`config.mk`:
```
export PLATFORM = sky130hd
export DESIGN_NAME = lcal_seq
export DESIGN_NICKNAME = d
export VERILOG_FILES = /design/src/hdl/lcal_pkg.sv /design/src/hdl/lcal_seq.sv
export SDC_FILE = /design/constraint.sdc
export NUM_CORES = 1
export LEC_CHECK = 0
export BUFFER_PORTS_ARGS = -buffer_cell sky130_fd_sc_hd__buf_2
export CAP_MARGIN = 25
export CORE_MARGIN = 2
export CORE_UTILIZATION = 40
export DETAILED_ROUTE_END_ITERATION = 8
export PLACE_DENSITY = 0.65
export SYNTH_ARGS = -nofsm -noshare
export SYNTH_HDL_FRONTEND = slang
export SYNTH_SLANG_ARGS = --single-unit
```
`constraint.sdc`:
```
create_clock -name clock -period 5.9 [get_ports clock]
set_input_delay 0.295 -clock clock [delete_from_list [all_inputs] [get_ports clock]]
set_output_delay 0.295 -clock clock [all_outputs]
set_load 0.05 [all_outputs]
```
`src/hdl/lcal_pkg.sv`:
```
`default_nettype none

package lcal_pkg;

   localparam int NODES    = 4096;
   localparam int LEVELS   = 12;
   localparam int NODE_W   = 12;
   localparam int DEPTH_W  = 12;
   localparam int LVL_W    = $clog2(LEVELS);
   localparam int NODE_AW  = $clog2(NODES);
   localparam int ANC_SIZE = NODES * LEVELS;
   localparam int ANC_AW   = $clog2(ANC_SIZE);
   localparam int PC_W     = 5;

   // Read port selection for one microcode step.
   typedef enum logic [2:0] {
      RD_NONE,
      RD_NODE_A,
      RD_NODE_B,
      RD_ANC_A,
      RD_ANC_B,
      RD_PAR_A
   } rd_type;

   // Write port selection for one microcode step.
   typedef enum logic [1:0] {
      WR_NONE,
      WR_ANC_B,
      WR_ANC_RD,
      WR_NODE
   } wr_type;

   // Datapath register update for one microcode step.
   typedef enum logic [3:0] {
      ACT_NONE,
      ACT_LATCH_A,
      ACT_LATCH_B,
      ACT_LVL_INC,
      ACT_B_FROM_RD,
      ACT_RES_INS,
      ACT_ORDER,
      ACT_LIFT_TEST,
      ACT_LIFT_TAKE,
      ACT_LVL_TOP,
      ACT_CA_LATCH,
      ACT_MOVE,
      ACT_LVL_DEC,
      ACT_RES_PARENT,
      ACT_RES_A,
      ACT_RES_ERR
   } act_type;

   // Jump condition for one microcode step.
   typedef enum logic [3:0] {
      C_NEVER,
      C_ALWAYS,
      C_IS_QUERY,
      C_ERR_INS,
      C_ERR_QRY,
      C_LVL_NOT_LAST,
      C_CLR_MORE,
      C_MORE,
      C_A_EQ_B,
      C_SKIP,
      C_LVL_NZ
   } cond_type;

   typedef struct packed {
      rd_type            rd;
      wr_type            wr;
      act_type           act;
      cond_type          cond;
      logic [PC_W-1:0]   target;
      logic              fin;
   } uword_type;

   typedef struct packed {
      logic is_query;
      logic err_ins;
      logic err_qry;
      logic lvl_not_last;
      logic clr_more;
      logic more;
      logic a_eq_b;
      logic skip;
      logic lvl_nz;
      logic out_free;
   } flags_type;

   localparam uword_type UW_NOP = '{
      rd: RD_NONE, wr: WR_NONE, act: ACT_NONE, cond: C_NEVER, target: '0, fin: 1'b0
   };

   // Program addresses.
   localparam logic [PC_W-1:0] S_FETCH_A  = PC_W'(0);
   localparam logic [PC_W-1:0] S_FETCH_B  = PC_W'(1);
   localparam logic [PC_W-1:0] S_SPLIT    = PC_W'(2);
   localparam logic [PC_W-1:0] S_I_CHECK  = PC_W'(3);
   localparam logic [PC_W-1:0] S_I_ROOT   = PC_W'(4);
   localparam logic [PC_W-1:0] S_I_READ   = PC_W'(5);
   localparam logic [PC_W-1:0] S_I_WRITE  = PC_W'(6);
   localparam logic [PC_W-1:0] S_I_FINISH = PC_W'(7);
   localparam logic [PC_W-1:0] S_Q_CHECK  = PC_W'(8);
   localparam logic [PC_W-1:0] S_L_TEST   = PC_W'(9);
   localparam logic [PC_W-1:0] S_L_TAKE   = PC_W'(10);
   localparam logic [PC_W-1:0] S_P_EQ     = PC_W'(11);
   localparam logic [PC_W-1:0] S_P_TEST   = PC_W'(12);
   localparam logic [PC_W-1:0] S_P_READ_B = PC_W'(13);
   localparam logic [PC_W-1:0] S_P_CMP    = PC_W'(14);
   localparam logic [PC_W-1:0] S_P_NEXT   = PC_W'(15);
   localparam logic [PC_W-1:0] S_P_PAR    = PC_W'(16);
   localparam logic [PC_W-1:0] S_P_RES    = PC_W'(17);
   localparam logic [PC_W-1:0] S_R_SAME   = PC_W'(18);
   localparam logic [PC_W-1:0] S_R_ERR    = PC_W'(19);
   localparam logic [PC_W-1:0] S_DONE     = PC_W'(20);

   function automatic uword_type mk(input rd_type rd, input wr_type wr, input act_type act,
                                    input cond_type cond, input logic [PC_W-1:0] target,
                                    input logic fin);
      uword_type w;
      w.rd     = rd;
      w.wr     = wr;
      w.act    = act;
      w.cond   = cond;
      w.target = target;
      w.fin    = fin;
      return w;
   endfunction

   // Control store. A step jumps to its target when its condition holds,
   // otherwise it falls through to the next address.
   function automatic uword_type ucode(input logic [PC_W-1:0] pc);
      uword_type w;
      case (pc)
         S_FETCH_A:  w = mk(RD_NODE_A, WR_NONE, ACT_NONE, C_NEVER, S_FETCH_A, 1'b0);
         S_FETCH_B:  w = mk(RD_NODE_B, WR_NONE, ACT_LATCH_A, C_NEVER, S_FETCH_A, 1'b0);
         S_SPLIT:    w = mk(RD_NONE, WR_NONE, ACT_LATCH_B, C_IS_QUERY, S_Q_CHECK, 1'b0);
         S_I_CHECK:  w = mk(RD_NONE, WR_NONE, ACT_NONE, C_ERR_INS, S_R_ERR, 1'b0);
         S_I_ROOT:   w = mk(RD_NONE, WR_ANC_B, ACT_NONE, C_NEVER, S_FETCH_A, 1'b0);
         S_I_READ:   w = mk(RD_ANC_B, WR_NONE, ACT_LVL_INC, C_NEVER, S_FETCH_A, 1'b0);
         S_I_WRITE:  w = mk(RD_NONE, WR_ANC_RD, ACT_B_FROM_RD, C_LVL_NOT_LAST, S_I_READ, 1'b0);
         S_I_FINISH: w = mk(RD_NONE, WR_NODE, ACT_RES_INS, C_ALWAYS, S_DONE, 1'b0);
         S_Q_CHECK:  w = mk(RD_NONE, WR_NONE, ACT_ORDER, C_ERR_QRY, S_R_ERR, 1'b0);
         S_L_TEST:   w = mk(RD_ANC_A, WR_NONE, ACT_LIFT_TEST, C_CLR_MORE, S_L_TEST, 1'b0);
         S_L_TAKE:   w = mk(RD_NONE, WR_NONE, ACT_LIFT_TAKE, C_MORE, S_L_TEST, 1'b0);
         S_P_EQ:     w = mk(RD_NONE, WR_NONE, ACT_LVL_TOP, C_A_EQ_B, S_R_SAME, 1'b0);
         S_P_TEST:   w = mk(RD_ANC_A, WR_NONE, ACT_NONE, C_SKIP, S_P_NEXT, 1'b0);
         S_P_READ_B: w = mk(RD_ANC_B, WR_NONE, ACT_CA_LATCH, C_NEVER, S_FETCH_A, 1'b0);
         S_P_CMP:    w = mk(RD_NONE, WR_NONE, ACT_MOVE, C_NEVER, S_FETCH_A, 1'b0);
         S_P_NEXT:   w = mk(RD_NONE, WR_NONE, ACT_LVL_DEC, C_LVL_NZ, S_P_TEST, 1'b0);
         S_P_PAR:    w = mk(RD_PAR_A, WR_NONE, ACT_NONE, C_NEVER, S_FETCH_A, 1'b0);
         S_P_RES:    w = mk(RD_NONE, WR_NONE, ACT_RES_PARENT, C_ALWAYS, S_DONE, 1'b0);
         S_R_SAME:   w = mk(RD_NONE, WR_NONE, ACT_RES_A, C_ALWAYS, S_DONE, 1'b0);
         S_R_ERR:    w = mk(RD_NONE, WR_NONE, ACT_RES_ERR, C_NEVER, S_FETCH_A, 1'b0);
         S_DONE:     w = mk(RD_NONE, WR_NONE, ACT_NONE, C_NEVER, S_FETCH_A, 1'b1);
         default:    w = mk(RD_NONE, WR_NONE, ACT_NONE, C_ALWAYS, S_R_ERR, 1'b0);
      endcase
      return w;
   endfunction

   // Row-major address of the 2^lvl-th ancestor entry of a node.
   function automatic logic [ANC_AW-1:0] anc_addr(input logic [NODE_W-1:0] node,
                                                  input logic [LVL_W-1:0] lvl);
      return ANC_AW'(node) * ANC_AW'(LEVELS) + ANC_AW'(lvl);
   endfunction

endpackage

`default_nettype wire

```
`src/hdl/lcal_seq.sv`:
```
`default_nettype none

module lcal_seq (
   input  logic                  clock,
   input  logic                  reset,
   input  logic                  start,
   input  lcal_pkg::flags_type   flags,
   output lcal_pkg::uword_type   uw,
   output logic                  busy
);

   logic                       run_ff, run_in;
   logic [lcal_pkg::PC_W-1:0]  pc_ff, pc_in;
   logic                       take;

   always_comb begin
      uw = run_ff ? lcal_pkg::ucode(pc_ff) : lcal_pkg::UW_NOP;
   end

   always_comb begin
      case (uw.cond)
         lcal_pkg::C_NEVER:        take = 1'b0;
         lcal_pkg::C_ALWAYS:       take = 1'b1;
         lcal_pkg::C_IS_QUERY:     take = flags.is_query;
         lcal_pkg::C_ERR_INS:      take = flags.err_ins;
         lcal_pkg::C_ERR_QRY:      take = flags.err_qry;
         lcal_pkg::C_LVL_NOT_LAST: take = flags.lvl_not_last;
         lcal_pkg::C_CLR_MORE:     take = flags.clr_more;
         lcal_pkg::C_MORE:         take = flags.more;
         lcal_pkg::C_A_EQ_B:       take = flags.a_eq_b;
         lcal_pkg::C_SKIP:         take = flags.skip;
         lcal_pkg::C_LVL_NZ:       take = flags.lvl_nz;
         default:                  take = 1'b0;
      endcase
   end

   always_comb begin
      run_in = run_ff;
      pc_in  = pc_ff;
      if (start) begin
         run_in = 1'b1;
         pc_in  = lcal_pkg::S_FETCH_A;
      end else if (run_ff) begin
         if (uw.fin) begin
            // The last step waits here until the output register is free.
            if (flags.out_free) begin
               run_in = 1'b0;
            end
         end else if (take) begin
            pc_in = uw.target;
         end else begin
            pc_in = pc_ff + lcal_pkg::PC_W'(1);
         end
      end
   end

   always_ff @(posedge clock) begin
      if (reset) begin
         run_ff <= 1'b0;
         pc_ff  <= lcal_pkg::S_FETCH_A;
      end else begin
         run_ff <= run_in;
         pc_ff  <= pc_in;
      end
   end

   assign busy = run_ff;

endmodule

`default_nettype wire

```
==> results of run 1 <==
-- logic make-up (layout without fill, tap and decap cells) --
group / count (synthesis) / count (layout) / synth area share [%]
buf+inv: 16 / 45 / 4.31
mux: 4 / 4 / 3.18
xor+xnor: 1 / 1 / 0.530
fa+ha+maj: 7 / 7 / 5.29
compound gates: 49 / 49 / 24.4
flops: 25 / 25 / 30.3
simple gates: 97 / 97 / 32.0
-- per-stage QoR --
step	util (%)	power, mW	hold slack [ps]	worst slack [ps]
2_1_floorplan	-	0.212	367	2370
3_3_place_gp	46.3	0.226	487	2160
3_5_place_dp	46.3	0.226	484	2000
4_1_cts	47.5	0.332	181	1940
5_1_grt	47.5	0.342	202	1630
6_report	47.5	0.330	187	1920
-- per-layer routing --
layer / wire length, µm / share of wire (%)
met1: 1970 / 45
met2: 2080 / 47
met3: 298 / 6.8
met4: 57 / 1.3
met5: 0 / 0
-- layout by cell type (no fill, tap or decap), types with 2 or more instances in the layout --
cell / Yosys / layout
nand4_1: 3 / 3
inv_1: 5 / 5
dfxtp_1: 25 / 25
a311oi_1: 2 / 2
nand4b_1: 2 / 2
a22oi_1: 2 / 2
nor4_1: 4 / 4
a21oi_2: 2 / 2
and2_1: 19 / 19
nand3_1: 8 / 8
a211o_1: 3 / 3
mux2i_1: 3 / 3
o21ai_1: 2 / 2
ha_1: 7 / 7
nor3_1: 6 / 6
or3_1: 4 / 4
clkbuf_8: 0 / 3
buf_4: 0 / 3
buf_2: 3 / 32
o211a_1: 2 / 2
and3_1: 2 / 2
nor2_1: 14 / 14
a21oi_1: 9 / 9
a221oi_2: 2 / 2
o2111ai_1: 2 / 2
nand2b_1: 4 / 4
a31oi_1: 2 / 2
nand2_1: 19 / 19
o21ai_0: 3 / 3
nor2b_1: 2 / 2
o31ai_1: 2 / 2
-- cells in the mapped netlist (3+ instances only) --
master | n | share of area, %
a211o_1 | 3 | 1.6
a21oi_1 | 9 | 2.7
and2_1 | 19 | 7.2
buf_2 | 3 | 0.91
clkbuf_1 | 6 | 1.4
dfxtp_1 | 25 | 30
ha_1 | 7 | 5.3
inv_1 | 5 | 1.1
mux2i_1 | 3 | 1.8
nand2_1 | 19 | 4.3
nand2b_1 | 4 | 1.5
nand3_1 | 8 | 2.4
nand4_1 | 3 | 1.1
nor2_1 | 14 | 3.2
nor3_1 | 6 | 1.8
nor4_1 | 4 | 1.5
o21ai_0 | 3 | 0.91
or3_1 | 4 | 1.5
-- where the power goes --
part / switching (mW) / internal, mW
Sequential: 0.00398 / 0.172
Combinational: 0.0307 / 0.0160
Clock: 0.0588 / 0.0480
-- cell type report --
class	instances	area share, %
repair buffers	35	9.62
flip-flops and latches	25	26.4
multi-input cells	158	57.0
inverters	6	1.19
clock buffers	3	2.17
well taps	50	3.29
clock inverters	1	0.395
-- worst min-delay path by stage --
stage                      from  endpoint  slack, ps  depth (start not counted)
after floorplan           reset      busy        370                          1
after global placement    reset      busy        490                          2
after detailed placement  reset      busy        480                          2
after CTS                 reset      busy        180                          2
after global routing      reset      busy        200                          2
final                     reset      busy        190                          2
==> impl_metrics.tcl, run 1 <==
set metrics [dict create \
    status "completed" \
    worstMarginPinSlew_ps 1180 \
    r2r_cells 10 \
    crit_buf_inv 1 \
    syn2layout_area_growth_pct 14.8 \
    wirelength_mm 4.41 \
    yosysSeqAreaShare_pct 30.3 \
    ant_nets 0 \
    die_height_um 68.3 \
    rows 23 \
    dieArea_um2 4670 \
    clockRootBuffer "clkbuf_8" \
    ys_ff_latch 25 \
    synth_warnings 0 \
    nFillCells 408 \
    regArea_um2 500 \
    multiInputGateArea_um2 1080 \
    syn-num-nets 219 \
    grt_overflow 0 \
    relSlewSlack_pct 21.2 \
    final_area_um2 1900 \
    viasPerCell 5.82 \
    leakage_nw 0.825 \
    tns_ps 0 \
    drt_iter0_markers 131 \
    initial_core_util_pct 41.4 \
    grt-busiest-layer "met2" \
    die_x_um 68.3 \
    groute.usage.overall_pct 19.3 \
    hold_viol_final 0 \
    arrival_ps 4130 \
    ys.flop_type "dfxtp_1" \
    synth-edff-count 0 \
    required_ps 6050 \
    hold_path.class "in -> reg" \
    diodes 0 \
    drt_first_pass_iters 5 \
    rsz0062_at_grt "no" \
    post-route-min-period_ps 3980 \
    path_depth 10 \
    place.gp.congestion 0.897 \
    cts_tree "done" \
    holdBufCountCts 0 \
    skew_ps 9.36 \
    dp.cells 274 \
    post-route-period-util_pct 67.4 \
    met3_usage_pct 2.14 \
    cpMaxStageDelayCell "dfxtp_1" \
    critPathMaxStageDelay_ps 730 \
    syn_avg_cell_area_um2 8.31 \
    placeableCoreArea_um2 4000 \
    cap_violations 0 \
    grt_max_degree 25 \
    grt_pass1_vias 1364 \
    nets 249 \
    crit_path_start "busy" \
    grt.met1_usage_pct 26.0 \
    rr_startpoint "busy" \
    synth_cells 199 \
    dp_hpwl_mm 3.26 \
    power.density_nw_per_um2 174 \
    cts_setup_buffers 0 \
    synth_area_um2 1650 \
    vias 1619 \
    start_kind "flip-flop" \
    cts.htree.levels 1 \
    path_max_fanout 24 \
    worst-setup-path-type "reg -> reg" \
    pin_count 33 \
    cts_resized 0 \
    grt_pass1_wl_mm 6.67 \
    layout-drive-gt1-share_pct 23.7 \
    final_cells 278 \
    cp-end-kind "flip-flop" \
    setup_violations 0 \
    met2_usage_pct 31.2 \
    synthArstFlopShare_pct 0 \
    yosys.cell_types.count 60 \
    clock-sinks 25 \
    numCtsBuffers 3 \
    clk_pin_slew_ps 100 \
    post_drt_wl_per_cell_um 15.9 \
    report.final.slew_viol_count 0 \
    clk_latency_ps 280 \
    peakVddDrop_v 0.0000882 \
    antenna_found_initial 0 \
    io_buffers 32 \
    rrSetupSlack_ps 1920 \
    path_cells "nand2_1 > a211o_1 > or2_0 > a31oi_1 > o2111ai_1 > nor2_1 > inv_1 > ha_1 > o31a_1 > or4_1" \
    clock_path_buffers 2 \
    crit_family "simple AND/OR/NAND/NOR gates" \
    place_area_um2 1850 \
    post-route-drc-count 0 \
    max_freq_mhz 251 \
]
(Power assumes the default switching activity.)
==> run 2: changes to the inputs <==
==> constraint.sdc (replaced) <==
create_clock -name clock -period 3.9 [get_ports clock]
set_input_delay 0.195 -clock clock [delete_from_list [all_inputs] [get_ports clock]]
set_output_delay 0.195 -clock clock [all_outputs]
set_load 0.05 [all_outputs]
==> run 2 against run 1 <==
  * Non-clock buffer count rose by 4
  * Maximum frequency rose by 13%
  * Flip-flop and latch count did not move
  * First-iteration DRC count fell by 21%
  * Sequential share of layout area fell by 0.41 points
  * Power rose by 53%
  * Clock power rose by 52%
  * Count of clock-buffer cells in the layout did not move
  * Worst setup slack got worse by 1500 ps
  * Wire length fell by 0.29%
  * Cell count rose by 1.4%
  * Global-route usage rose by 0.62 points
  * Critical path type unchanged
  * Largest power group unchanged
==> impl_metrics.tcl, run 2 (synthesis gave the netlist of run 1 again) <==
set metrics [dict create \
    path_cells "mux2i_1 > mux4_2 > o22ai_4 > o311ai_0 > nand2_1 > ha_1 > a21boi_0 > o21ai_0 > a21oi_1" \
    rows 23 \
    clk_latency_ps 280 \
    cts_setup_buffers 0 \
    pin_count 33 \
    multiInputGateArea_um2 1080 \
    post_drt_wl_per_cell_um 15.6 \
    cpMaxStageDelayCell "o311ai_0" \
    clk_pin_slew_ps 90 \
    p_seq_share_pct 52.7 \
    vias 1637 \
    cap_violations 0 \
    switching_share_pct 28.5 \
    hold_path.class "in -> reg" \
    nFillCells 390 \
    hold_viol_final 0 \
    post-route-period-util_pct 90.1 \
    fin_ws_ps 384 \
    post-route-drc-count 0 \
    post-route-min-period_ps 3520 \
    grt_pass1_wl_mm 7.02 \
    initial_core_util_pct 41.4 \
    worst_hold_startpoint "reset" \
    cts_resized 0 \
    setup_violations 0 \
    grt_pass1_vias 1426 \
    r2r_cells 9 \
    ant_nets 0 \
    holdBufCountCts 0 \
    arrival_ps 3720 \
    dp_slack_ps 488 \
    mostFrequentLayoutCells "buf_2 (32), dfxtp_1 (25), and2_1 (19), nand2_1 (19), nor2_1 (14)" \
    viasPerCell 5.80 \
    path_max_fanout 8 \
    worst-setup-path-type "reg -> reg" \
    groute.usage.overall_pct 19.9 \
    syn2layout_area_growth_pct 16.6 \
    max_freq_mhz 284 \
    skew_ps 2.53 \
    grt_max_degree 16 \
    clock-sinks 25 \
    die_height_um 68.3 \
    diodes 0 \
    p_total_mw 0.504 \
    antenna_found_initial 0 \
    cts.htree.levels 1 \
    rsz0062_at_grt "no" \
    crit_family "compound AO/OA/AOI/OAI gates" \
    cp-end-kind "flip-flop" \
    peakVddDrop_v 0.000133 \
    drt_iter0_markers 104 \
    crit_buf_inv 0 \
    final_common_cell "buf_2" \
    numCtsBuffers 3 \
    whs_path_depth 2 \
    dieArea_um2 4670 \
    p_switching_mw 0.144 \
    grt_overflow 0 \
    clock_path_buffers 2 \
    power.density_nw_per_um2 261 \
    drt_first_pass_iters 4 \
    nets 253 \
    placeableCoreArea_um2 4000 \
    critPathMaxStageDelay_ps 690 \
    worstMarginPinSlew_ps 851 \
    die_x_um 68.3 \
    report.final.slew_viol_count 0 \
    power.clock.fraction_pct 32.3 \
    cts_tree "done" \
    required_ps 4110 \
    regArea_um2 500 \
    hold_ws_ps 90.7 \
    layout-drive-gt1-share_pct 25.0 \
    clockRootBuffer "clkbuf_8" \
    internal-power_mw 0.360 \
    leakage_nw 0.843 \
    relSlewSlack_pct 43.3 \
    start_kind "flip-flop" \
    dp_hpwl_mm 3.30 \
    wirelength_mm 4.39 \
    utilization_pct 48.2 \
    status "completed" \
    place.gp.congestion 0.930 \
    io_buffers 32 \
    path_depth 9 \
    tns_ps 0 \
    comb_power_share_pct 15.0 \
]
[run 2: cell count changes in the layout (fill, tap and decap cells not counted), sizes merged]
| cell | delta |
|---|---|
| buf | +4 |
[run 2: cell type report]
cell class              instances  area share [%]
multi-input cells             158            56.1
well taps                      50            3.24
inverters                       6            1.17
clock buffers                   3            2.14
clock inverters                 1           0.389
repair buffers                 39            11.0
flip-flops and latches         25            25.9
[run 2: routing by layer]
layer | track usage (%) | routed length [µm] | vias up | part of all wire (%)
li1 | - | - | 801 | -
met1 | 26.6 | 1970 | 751 | 45
met2 | 32.4 | 2040 | 74 | 46
met3 | 2.14 | 296 | 11 | 6.7
met4 | 8.25 | 91 | 0 | 2.1
met5 | 0 | 0 | - | 0
[run 2: power by group through the flow]
stage	Clock [mW]	Sequential (mW)	Combinational, mW
after detailed placement	0	0.272	0.0741
after global routing	0.174	0.267	0.0819
final	0.163	0.265	0.0753
after global placement	0	0.271	0.0740
after floorplan	0	0.272	0.0484
after CTS	0.164	0.266	0.0746
[run 2: path summary, 6_finish.rpt]
| path | slack, ps | to |
|---|---|---|
| max | 380 | flip-flop |
| min | 90 | busy |
| max reg2reg | 380 | flip-flop |
| min reg2reg | 590 | busy |
[run 2: through the flow]
stage          std cells  cell area, µm²
2_1_floorplan        199            1650
3_3_place_gp         278            1880
3_5_place_dp         278            1880
4_1_cts              282            1930
5_1_grt              282            1930
6_report             282            1930
